==> config.mk <==
export PLATFORM = sky130hd
export DESIGN_NAME = mie_ctrl
export DESIGN_NICKNAME = d
export VERILOG_FILES = /design/src/hw/rtl/mie_pkg.sv /design/src/hw/rtl/mie_ctrl.sv
export SDC_FILE = /design/constraint.sdc
export NUM_CORES = 1
export LEC_CHECK = 0
export BUFFER_PORTS_ARGS = -buffer_cell sky130_fd_sc_hd__buf_4
export CORE_AREA = 4 4 41 43
export CTS_CLUSTER_SIZE = 28
export DETAILED_ROUTE_END_ITERATION = 8
export DIE_AREA = 0 0 45 47
export SLEW_MARGIN = 20
export SYNTH_ARGS = -nofsm -noshare
export SYNTH_HDL_FRONTEND = slang
export SYNTH_SLANG_ARGS = --single-unit
==> constraint.sdc <==
create_clock -name i_clk -period 2.1 [get_ports i_clk]
set_clock_uncertainty 0.15 [all_clocks]
set_input_delay 0.105 -clock i_clk [delete_from_list [all_inputs] [get_ports i_clk]]
set_output_delay 0.105 -clock i_clk [all_outputs]
set_load 0.02 [all_outputs]
==> src/hw/rtl/mie_pkg.sv <==
package mie_pkg;

    localparam int unsigned DMEM_WORDS_DEF = 4096;
    localparam int unsigned REG_COUNT      = 32;

    localparam logic [31:0] TEXT_START_RST = 32'h0040_0000;
    localparam logic [31:0] DATA_BASE_RST  = 32'h1000_0000;
    localparam logic [31:0] EXIT_CODE      = 32'h0000_000A;

    localparam logic REG_TEXT_START = 1'b0;
    localparam logic REG_DATA_BASE  = 1'b1;

    localparam logic [5:0] OP_SPECIAL = 6'h00;
    localparam logic [5:0] OP_REGIMM  = 6'h01;
    localparam logic [5:0] OP_J       = 6'h02;
    localparam logic [5:0] OP_JAL     = 6'h03;
    localparam logic [5:0] OP_BEQ     = 6'h04;
    localparam logic [5:0] OP_BNE     = 6'h05;
    localparam logic [5:0] OP_BLEZ    = 6'h06;
    localparam logic [5:0] OP_BGTZ    = 6'h07;
    localparam logic [5:0] OP_ADDI    = 6'h08;
    localparam logic [5:0] OP_ADDIU   = 6'h09;
    localparam logic [5:0] OP_SLTI    = 6'h0A;
    localparam logic [5:0] OP_ANDI    = 6'h0C;
    localparam logic [5:0] OP_ORI     = 6'h0D;
    localparam logic [5:0] OP_XORI    = 6'h0E;
    localparam logic [5:0] OP_LUI     = 6'h0F;
    localparam logic [5:0] OP_LB      = 6'h20;
    localparam logic [5:0] OP_LH      = 6'h21;
    localparam logic [5:0] OP_LW      = 6'h23;
    localparam logic [5:0] OP_SB      = 6'h28;
    localparam logic [5:0] OP_SH      = 6'h29;
    localparam logic [5:0] OP_SW      = 6'h2B;

    localparam logic [5:0] FN_SLL     = 6'h00;
    localparam logic [5:0] FN_SRL     = 6'h02;
    localparam logic [5:0] FN_SRA     = 6'h03;
    localparam logic [5:0] FN_JR      = 6'h08;
    localparam logic [5:0] FN_JALR    = 6'h09;
    localparam logic [5:0] FN_SYSCALL = 6'h0C;
    localparam logic [5:0] FN_MFHI    = 6'h10;
    localparam logic [5:0] FN_MTHI    = 6'h11;
    localparam logic [5:0] FN_MFLO    = 6'h12;
    localparam logic [5:0] FN_MTLO    = 6'h13;
    localparam logic [5:0] FN_MULT    = 6'h18;
    localparam logic [5:0] FN_MULTU   = 6'h19;
    localparam logic [5:0] FN_DIV     = 6'h1A;
    localparam logic [5:0] FN_DIVU    = 6'h1B;
    localparam logic [5:0] FN_ADD     = 6'h20;
    localparam logic [5:0] FN_ADDU    = 6'h21;
    localparam logic [5:0] FN_SUB     = 6'h22;
    localparam logic [5:0] FN_SUBU    = 6'h23;
    localparam logic [5:0] FN_AND     = 6'h24;
    localparam logic [5:0] FN_OR      = 6'h25;
    localparam logic [5:0] FN_XOR     = 6'h26;
    localparam logic [5:0] FN_NOR     = 6'h27;
    localparam logic [5:0] FN_SLT     = 6'h2A;

    localparam logic [4:0] RT_BLTZ    = 5'd0;
    localparam logic [4:0] RT_BGEZ    = 5'd1;
    localparam logic [4:0] LINK_REG   = 5'd31;

    localparam logic [2:0] CLS_SIMPLE = 3'd0;
    localparam logic [2:0] CLS_MUL    = 3'd1;
    localparam logic [2:0] CLS_DIV    = 3'd2;
    localparam logic [2:0] CLS_LOAD   = 3'd3;
    localparam logic [2:0] CLS_STORE  = 3'd4;

    typedef struct packed {
        logic clr;
        logic accept;
        logic mul_start;
        logic div_start;
        logic div_step;
        logic mem_start;
        logic ld_req;
        logic ld_dat;
        logic st_byte;
        logic finish;
    } t_cmd;

    typedef struct packed {
        logic       clr_last;
        logic [2:0] cls;
        logic       div_last;
        logic       byte_last;
    } t_stat;

    typedef struct packed {
        logic [31:0] instr_pc;
        logic [31:0] next_pc;
        logic        reg_write;
        logic [4:0]  reg_index;
        logic [31:0] reg_value;
        logic [31:0] hi_value;
        logic [31:0] lo_value;
        logic        mem_write;
        logic        halted;
        logic        unimplemented;
    } t_result;

endpackage

==> src/hw/rtl/mie_ctrl.sv <==
module mie_ctrl (
    input  logic          i_clk,
    input  logic          i_rst_n,
    input  logic          i_instr_valid,
    input  logic          i_out_free,
    input  mie_pkg::t_stat i_stat,
    output mie_pkg::t_cmd  o_cmd,
    output logic          o_instr_ready
);

    localparam logic [2:0] S_CLR  = 3'd0;
    localparam logic [2:0] S_IDLE = 3'd1;
    localparam logic [2:0] S_EXEC = 3'd2;
    localparam logic [2:0] S_DIV  = 3'd3;
    localparam logic [2:0] S_LDRQ = 3'd4;
    localparam logic [2:0] S_LDDT = 3'd5;
    localparam logic [2:0] S_ST   = 3'd6;
    localparam logic [2:0] S_FIN  = 3'd7;

    logic [2:0] r_state;
    logic [2:0] n_state;

    always_comb begin
        n_state = r_state;
        o_cmd   = '0;
        unique case (r_state)
            S_CLR: begin
                o_cmd.clr = 1'b1;
                if (i_stat.clr_last) begin
                    n_state = S_IDLE;
                end
            end
            S_IDLE: begin
                if (i_instr_valid) begin
                    o_cmd.accept = 1'b1;
                    n_state      = S_EXEC;
                end
            end
            S_EXEC: begin
                unique case (i_stat.cls)
                    mie_pkg::CLS_MUL: begin
                        o_cmd.mul_start = 1'b1;
                        n_state         = S_FIN;
                    end
                    mie_pkg::CLS_DIV: begin
                        o_cmd.div_start = 1'b1;
                        n_state         = S_DIV;
                    end
                    mie_pkg::CLS_LOAD: begin
                        o_cmd.mem_start = 1'b1;
                        n_state         = S_LDRQ;
                    end
                    mie_pkg::CLS_STORE: begin
                        o_cmd.mem_start = 1'b1;
                        n_state         = S_ST;
                    end
                    default: begin
                        if (i_out_free) begin
                            o_cmd.finish = 1'b1;
                            n_state      = S_IDLE;
                        end
                    end
                endcase
            end
            S_DIV: begin
                o_cmd.div_step = 1'b1;
                if (i_stat.div_last) begin
                    n_state = S_FIN;
                end
            end
            S_LDRQ: begin
                o_cmd.ld_req = 1'b1;
                n_state      = S_LDDT;
            end
            S_LDDT: begin
                o_cmd.ld_dat = 1'b1;
                n_state      = i_stat.byte_last ? S_FIN : S_LDRQ;
            end
            S_ST: begin
                o_cmd.st_byte = 1'b1;
                if (i_stat.byte_last) begin
                    n_state = S_FIN;
                end
            end
            S_FIN: begin
                if (i_out_free) begin
                    o_cmd.finish = 1'b1;
                    n_state      = S_IDLE;
                end
            end
            default: begin
                n_state = S_IDLE;
            end
        endcase
    end

    always_ff @(posedge i_clk) begin
        if (!i_rst_n) begin
            r_state <= S_CLR;
        end else begin
            r_state <= n_state;
        end
    end

    assign o_instr_ready = (r_state == S_IDLE);

endmodule

==> results of run 1 <==
metrics by stage:
stage	setup slack, ns	util	power, mW
floorplan	0.397	-	0.118
global placement	0.637	0.438	0.153
detailed placement	0.612	0.438	0.154
CTS	0.357	0.466	0.260
global route	0.196	0.466	0.273
finish	0.357	0.466	0.256
per-layer routing:
metal,track usage,vias to the layer above
met4,0.0175,0
met3,0.0383,0
li1,-,266
met2,0.181,17
met5,0,-
met1,0.156,226
logic make-up after synthesis:
kind of cell | count (synthesis)
xor gates and xnor gates | 1
buffers and inverters | 8
and+or+nand+nor | 31
DFF | 3
muxes | 3
AOI/OAI and AO/OA | 17
worst paths after layout:
path,end,startpoint,depth (start not counted)
worst max-delay path,o_cmd[6],r_state[2],4
worst min register to register,r_state[2],r_state[2],2
worst max register to register,r_state[1],r_state[2],3
worst min-delay path,r_state[2],i_stat[0],4
worst reg2reg max path, delay by kind of cell (launching register included):
| family | cells | cell delay, ns |
|---|---|---|
| compound gates | 2 | 0.44 |
| simple gates | 1 | 0.33 |
| flops | 1 | 0.45 |
cells in the final DEF (no fill, tap or decap), drive strengths merged:
cell,n
nor4b,1
a221o,1
dlygate4sd3,1
clkbuf,4
o21ai,4
o211ai,1
and3b,1
or2b,1
buf,21
nor3b,3
mux2,3
a21boi,1
inv,3
o211a,1
o2111ai,1
a221oi,1
nand2,11
nand2b,1
nand3b,1
nor2,7
a32oi,1
dfxtp,3
and3,1
xor2,1
nor2b,2
nor3,2
a21oi,4
o21bai,1
o41a,1
cell type report:
cell class / instances / area (µm²)
fill: 149 / 694
inverter: 3 / 11.3
clock buffer: 4 / 26.3
multi-input combinational: 52 / 323
tap: 15 / 18.8
sequential: 3 / 60.1
timing repair buffer: 22 / 168
power breakdown:
| group | internal, mW | leakage [nW] | switching [mW] |
|---|---|---|---|
| combinational | 0.0411 | 0.236 | 0.0415 |
| sequential | 0.0604 | 0.0245 | 0.0107 |
| clock | 0.0713 | 0.0150 | 0.0310 |
| total | 0.173 | 0.276 | 0.0832 |
==> flow_results.xml, run 1 <==
<?xml version="1.0" encoding="UTF-8"?>
<metrics>
  <group name="setup_path">
    <metric name="crit_slowest_cell" unit="">sky130_fd_sc_hd__dfxtp_1</metric>
    <metric name="crit_arrival" unit="ns">1.49</metric>
    <metric name="worstPathBufferInverterCount" unit="">1</metric>
    <metric name="reg2reg_setup_slack" unit="ns">0.66</metric>
    <metric name="cpLargestDelayFamily" unit="">simple AND/OR/NAND/NOR gates</metric>
    <metric name="critical-path-max-stage-delay" unit="ns">0.45</metric>
    <metric name="end_kind" unit="">primary output</metric>
    <metric name="path_max_fanout" unit="">17</metric>
    <metric name="critical_path.cell_chain" unit="">nor2_1, nand2_1, nor4b_1, buf_4</metric>
    <metric name="worst-setup-path-type" unit="">flip-flop to primary output</metric>
    <metric name="cp.required" unit="ns">1.85</metric>
    <metric name="crit_path_start_kind" unit="">flip-flop</metric>
  </group>
  <group name="global_routing">
    <metric name="grt_start_max_net_pins" unit="">18</metric>
    <metric name="global_route.overflow_total" unit="">0</metric>
    <metric name="initial_antenna_violation_count" unit="">0</metric>
    <metric name="grt.total_usage" unit="">0.115</metric>
    <metric name="grt_pass1_vias" unit="">431</metric>
    <metric name="grt_pass1_wl" unit="µm">1830</metric>
  </group>
  <group name="synthesis">
    <metric name="synthDominantCellAreaShare" unit="">0.142</metric>
    <metric name="synth_enable_flop_cells" unit="">0</metric>
    <metric name="syn-instance-count" unit="">63</metric>
    <metric name="synth.lib_cells_used.distinct" unit="">32</metric>
    <metric name="synth-compound-area-share" unit="">0.284</metric>
    <metric name="most_used_standard_cell_by_instance_count_after_synthesis" unit="">sky130_fd_sc_hd__nand2_1</metric>
    <metric name="yosys.area_share.simple" unit="">0.379</metric>
    <metric name="synth_top_family_by_area" unit="">simple AND/OR/NAND/NOR gates</metric>
    <metric name="synth_common_cells" unit="">sky130_fd_sc_hd__nand2_1, sky130_fd_sc_hd__nor2_1, sky130_fd_sc_hd__a21oi_1</metric>
    <metric name="synth_mux_area_frac" unit="">0.0799</metric>
    <metric name="asyncSetResetFlopFracSynth" unit="">0</metric>
    <metric name="synthesis.area_per_instance" unit="µm²">6.71</metric>
    <metric name="synthesis_stage_register_bit_count" unit="">3</metric>
    <metric name="yosys-top-cells-area" unit="">sky130_fd_sc_hd__dfxtp_1, sky130_fd_sc_hd__nand2_1, sky130_fd_sc_hd__mux2_1</metric>
    <metric name="synthesis.nets" unit="">73</metric>
    <metric name="synthesis.area" unit="µm²">423</metric>
    <metric name="synth_adder_area_share" unit="">0</metric>
    <metric name="ys_warn_count" unit="">0</metric>
    <metric name="synth_ff_type" unit="">sky130_fd_sc_hd__dfxtp_1</metric>
    <metric name="synth-xor-area-share" unit="">0.0207</metric>
    <metric name="synth_seq_area_share" unit="">0.142</metric>
    <metric name="synth.largest_area_cell" unit="">sky130_fd_sc_hd__dfxtp_1</metric>
  </group>
  <group name="drt">
    <metric name="detailroute.via_count" unit="">509</metric>
    <metric name="drt-wirelength-per-cell" unit="µm">11.5</metric>
    <metric name="drtPass1Iterations" unit="">4</metric>
    <metric name="route.final.wire_length" unit="µm">1140</metric>
    <metric name="routed-wl-met3" unit="µm">92</metric>
    <metric name="length_of_routed_wiring_on_met1" unit="µm">522</metric>
    <metric name="detailedRoute.firstIterationViolations" unit="">12</metric>
    <metric name="met2RoutedLength" unit="µm">527</metric>
    <metric name="highest-signal-layer" unit="">met3</metric>
    <metric name="drc_errors" unit="">0</metric>
    <metric name="antenna_left" unit="">0</metric>
    <metric name="post_detailed_route_via_to_cell_ratio" unit="">5.14</metric>
  </group>
  <group name="placed_design">
    <metric name="gpl.final_weighted_congestion" unit="">0.747</metric>
    <metric name="place.port_buffers" unit="">20</metric>
    <metric name="post-dp-hpwl" unit="µm">867</metric>
    <metric name="place_inst" unit="">94</metric>
    <metric name="placed_cell_area" unit="µm²">571</metric>
  </group>
  <group name="pwr">
    <metric name="power_density" unit="mW/mm²">422</metric>
    <metric name="p_leak" unit="nW">0.276</metric>
    <metric name="peakVddDrop" unit="mV">0.331</metric>
  </group>
  <group name="sta">
    <metric name="post-route-min-period" unit="ns">1.74</metric>
    <metric name="setup_tns" unit="ns">0</metric>
    <metric name="relSlewSlack" unit="">0.674</metric>
    <metric name="worstMarginPinSlew" unit="ns">0.488</metric>
    <metric name="final_max_slew_violation_count" unit="">0</metric>
    <metric name="hold_slack" unit="ns">0.0532</metric>
    <metric name="final_hold_viol_count" unit="">0</metric>
    <metric name="maxClockFrequency" unit="MHz">574</metric>
    <metric name="fin_crit_sh" unit="">0.830</metric>
    <metric name="setup_viol" unit="">0</metric>
    <metric name="rsz_0062_raised_after_global_routing" unit="">false</metric>
  </group>
  <group name="final_layout">
    <metric name="max_reg_flops" unit="">3</metric>
    <metric name="top_regs" unit="">r_state (3)</metric>
    <metric name="final_cells" unit="">99</metric>
    <metric name="area_growth" unit="%">43.5</metric>
    <metric name="post_route_cells_drive_above_1_share" unit="">0.310</metric>
    <metric name="fin_area" unit="µm²">607</metric>
    <metric name="largest-register" unit="">r_state</metric>
    <metric name="design.final.nets" unit="">95</metric>
    <metric name="n_antenna_cell" unit="">0</metric>
  </group>
  <group name="clock_tree">
    <metric name="clkTransAtPathRegs" unit="ns">0.04</metric>
    <metric name="cts-resized-gates" unit="">0</metric>
    <metric name="clock_latency" unit="ns">0.23</metric>
    <metric name="htreeDepth" unit="">1</metric>
    <metric name="cts_root_buf" unit="">sky130_fd_sc_hd__clkbuf_4</metric>
    <metric name="post-cts-setup-buffer-count" unit="">0</metric>
    <metric name="cts_buffer_depth" unit="">2</metric>
    <metric name="postCtsHoldBufs" unit="">1</metric>
    <metric name="cts_num_sinks" unit="">3</metric>
    <metric name="tritoncts.num_buffers" unit="">3</metric>
    <metric name="tritoncts" unit="">yes</metric>
  </group>
  <group name="floorplan">
    <metric name="height_of_the_chip" unit="µm">47</metric>
    <metric name="core_region_area" unit="mm²">0.00130</metric>
    <metric name="die_w" unit="µm">45</metric>
    <metric name="die-area" unit="mm²">0.00212</metric>
    <metric name="initial_core_util" unit="">0.325</metric>
    <metric name="core.rowCount" unit="">13</metric>
    <metric name="num_io_pins" unit="">21</metric>
  </group>
  <group name="outcome">
    <metric name="outcome" unit="">finished clean</metric>
  </group>
  <group name="worst_hold_path">
    <metric name="hold_class" unit="">input port to flip-flop</metric>
  </group>
  <group name="flow_run">
    <metric name="cap_viol_max_count" unit="">0</metric>
  </group>
</metrics>
Note: power is estimated with default switching activity, not from simulation.
==> run 2, diff against run 1 <==
clock period = 1.4 ns   (was 2.1 ns; I/O delays follow)
==> flow_results.xml, run 2 (synthesis gave the netlist of run 1 again) <==
<?xml version="1.0" encoding="UTF-8"?>
<metrics>
  <group name="global_routing">
    <metric name="global_route.overflow_total" unit="">0</metric>
    <metric name="grt_pass1_wl" unit="µm">2050</metric>
    <metric name="initial_antenna_violation_count" unit="">0</metric>
    <metric name="grt.total_usage" unit="">0.131</metric>
    <metric name="grt_pass1_vias" unit="">513</metric>
    <metric name="grt_start_max_net_pins" unit="">10</metric>
  </group>
  <group name="sta">
    <metric name="maxClockFrequency" unit="MHz">708</metric>
    <metric name="layout_setup_ws" unit="ns">-0.0117</metric>
    <metric name="relSlewSlack" unit="">0.807</metric>
    <metric name="fin_crit_sh" unit="">1.01</metric>
    <metric name="post-route-min-period" unit="ns">1.41</metric>
    <metric name="final_max_slew_violation_count" unit="">0</metric>
    <metric name="final_hold_viol_count" unit="">0</metric>
    <metric name="worstMarginPinSlew" unit="ns">0.290</metric>
    <metric name="setup_viol" unit="">1</metric>
    <metric name="rsz_0062_raised_after_global_routing" unit="">true</metric>
  </group>
  <group name="pwr">
    <metric name="peakVddDrop" unit="mV">0.332</metric>
    <metric name="p_leak" unit="nW">0.322</metric>
    <metric name="post-layout-total-power" unit="µW">421</metric>
    <metric name="power_density" unit="mW/mm²">588</metric>
  </group>
  <group name="placed_design">
    <metric name="post_place_setup_slack" unit="ns">0.0457</metric>
    <metric name="place.port_buffers" unit="">20</metric>
    <metric name="post-dp-hpwl" unit="µm">967</metric>
    <metric name="gpl.final_weighted_congestion" unit="">0.828</metric>
    <metric name="placed_cell_area" unit="µm²">619</metric>
  </group>
  <group name="flow_run">
    <metric name="cap_viol_max_count" unit="">0</metric>
  </group>
  <group name="drt">
    <metric name="detailroute.via_count" unit="">555</metric>
    <metric name="antenna_left" unit="">0</metric>
    <metric name="detailedRoute.firstIterationViolations" unit="">7</metric>
    <metric name="drc_errors" unit="">0</metric>
    <metric name="post_detailed_route_via_to_cell_ratio" unit="">5.24</metric>
    <metric name="drtPass1Iterations" unit="">4</metric>
    <metric name="drt-wirelength-per-cell" unit="µm">12.4</metric>
    <metric name="route.final.wire_length" unit="µm">1320</metric>
  </group>
  <group name="clock_tree">
    <metric name="htreeDepth" unit="">1</metric>
    <metric name="clock_latency" unit="ns">0.24</metric>
    <metric name="cts_root_buf" unit="">sky130_fd_sc_hd__clkbuf_4</metric>
    <metric name="cts_buffer_depth" unit="">2</metric>
    <metric name="cts_num_sinks" unit="">3</metric>
    <metric name="clkTransAtPathRegs" unit="ns">0.04</metric>
    <metric name="tritoncts.num_buffers" unit="">3</metric>
    <metric name="tritoncts" unit="">yes</metric>
  </group>
  <group name="final_layout">
    <metric name="end_of_flow_core_utilization" unit="">0.551</metric>
    <metric name="top_regs" unit="">r_state (3)</metric>
    <metric name="largest-register" unit="">r_state</metric>
    <metric name="fin_area" unit="µm²">717</metric>
    <metric name="n_antenna_cell" unit="">0</metric>
    <metric name="filler_cell_count" unit="">136</metric>
    <metric name="layout_common_cells" unit="">sky130_fd_sc_hd__buf_4, sky130_fd_sc_hd__nand2_1, sky130_fd_sc_hd__nor2_1</metric>
    <metric name="max_reg_flops" unit="">3</metric>
    <metric name="final_common_cell" unit="">sky130_fd_sc_hd__buf_4</metric>
    <metric name="post_route_cells_drive_above_1_share" unit="">0.484</metric>
    <metric name="design.final.nets" unit="">102</metric>
    <metric name="area_growth" unit="%">69.5</metric>
  </group>
  <group name="setup_path">
    <metric name="critical_path.cell_chain" unit="">nor2_4, nand2_2, nor4b_2, buf_4</metric>
    <metric name="crit_slowest_cell" unit="">sky130_fd_sc_hd__dfxtp_4</metric>
    <metric name="crit_arrival" unit="ns">1.19</metric>
    <metric name="path_max_fanout" unit="">4</metric>
    <metric name="end_kind" unit="">primary output</metric>
    <metric name="cp.required" unit="ns">1.18</metric>
    <metric name="worst_r2r_startpoint" unit="">r_state[0]</metric>
    <metric name="worstPathBufferInverterCount" unit="">1</metric>
    <metric name="crit_path_start_kind" unit="">flip-flop</metric>
    <metric name="worst-setup-path-type" unit="">flip-flop to primary output</metric>
    <metric name="critical-path-max-stage-delay" unit="ns">0.36</metric>
    <metric name="first_element_of_the_critical_path" unit="">r_state[0]</metric>
    <metric name="cpLargestDelayFamily" unit="">simple AND/OR/NAND/NOR gates</metric>
  </group>
  <group name="outcome">
    <metric name="outcome" unit="">finished, violations left</metric>
    <metric name="violated_checks" unit="">negative setup slack</metric>
  </group>
  <group name="floorplan">
    <metric name="core_region_area" unit="mm²">0.00130</metric>
    <metric name="initial_core_util" unit="">0.325</metric>
    <metric name="die-area" unit="mm²">0.00212</metric>
    <metric name="core.rowCount" unit="">13</metric>
    <metric name="height_of_the_chip" unit="µm">47</metric>
    <metric name="num_io_pins" unit="">21</metric>
    <metric name="die_w" unit="µm">45</metric>
  </group>
  <group name="worst_hold_path">
    <metric name="hold_class" unit="">input port to flip-flop</metric>
    <metric name="worst_hold_startpoint" unit="">i_instr_valid</metric>
  </group>
</metrics>
-- run 2: cell count changes in the layout (fill, tap and decap cells not counted), moves of 2 or more --
cell                      delta
sky130_fd_sc_hd__dfxtp_4     +3
sky130_fd_sc_hd__buf_4       +6
sky130_fd_sc_hd__nor2_1      -2
sky130_fd_sc_hd__nor2_4      +2
sky130_fd_sc_hd__dfxtp_1     -3
-- run 2: tightest hold or removal path: stages --
cell                      delay, ns
sky130_fd_sc_hd__buf_4         0.12
sky130_fd_sc_hd__nand2_1       0.05
sky130_fd_sc_hd__nand2_1       0.04
sky130_fd_sc_hd__nand2_1       0.05
sky130_fd_sc_hd__a21oi_1       0.03
-- run 2: cell type report --
type	instances	area, µm²	share of cell area
clock buffer	4	26.3	0.0366
inverter	3	11.3	0.0157
multi-input combinational	52	365	0.510
sequential	3	71.3	0.0995
tap	15	18.8	0.0262
timing repair buffer	29	224	0.312
-- run 2: timing repair --
action,in CTS,in global routing
pin swaps,2,2
setup buffers,2,0
resized for setup,9,6
hold buffers,1,0
endpoints found under the setup margin,7,5
hold endpoints to repair,3,0
-- run 2: path summary, 6_finish.rpt --
path | to | slack [ns] | cells past startpoint
worst max-delay path | o_cmd[6] | -0.01 | 4
worst min-delay path | r_state[1] | 0.02 | 5
worst max register to register | r_state[2] | 0.03 | 4
worst min register to register | r_state[1] | 0.46 | 2
-- run 2: power breakdown --
| part | leakage, nW | switching (mW) | internal [mW] | total (mW) |
|---|---|---|---|---|
| Clock | 0.0150 | 0.0500 | 0.107 | 0.157 |
| Combinational | 0.281 | 0.0821 | 0.0851 | 0.167 |
| Sequential | 0.0267 | 0.00865 | 0.0883 | 0.0970 |
-- run 2: per-layer routing --
metal / global-route usage / wire length [µm] / part of all wire
met4: 0.0702 / 17 / 0.013
met1: 0.136 / 515 / 0.39
met2: 0.254 / 692 / 0.52
met3: 0.0153 / 93 / 0.071
met5: 0 / 0 / 0
-- run 2: per-stage QoR --
step / TNS, ns / std cells / hold slack [ns]
after floorplan: -0.140 / 63 / 0.0361
after global placement: 0 / 99 / 0.186
after detailed placement: 0 / 99 / 0.189
after CTS: -0.0117 / 106 / 0.00990
after global routing: -0.131 / 106 / 0.0418
final: -0.0117 / 106 / 0.0158
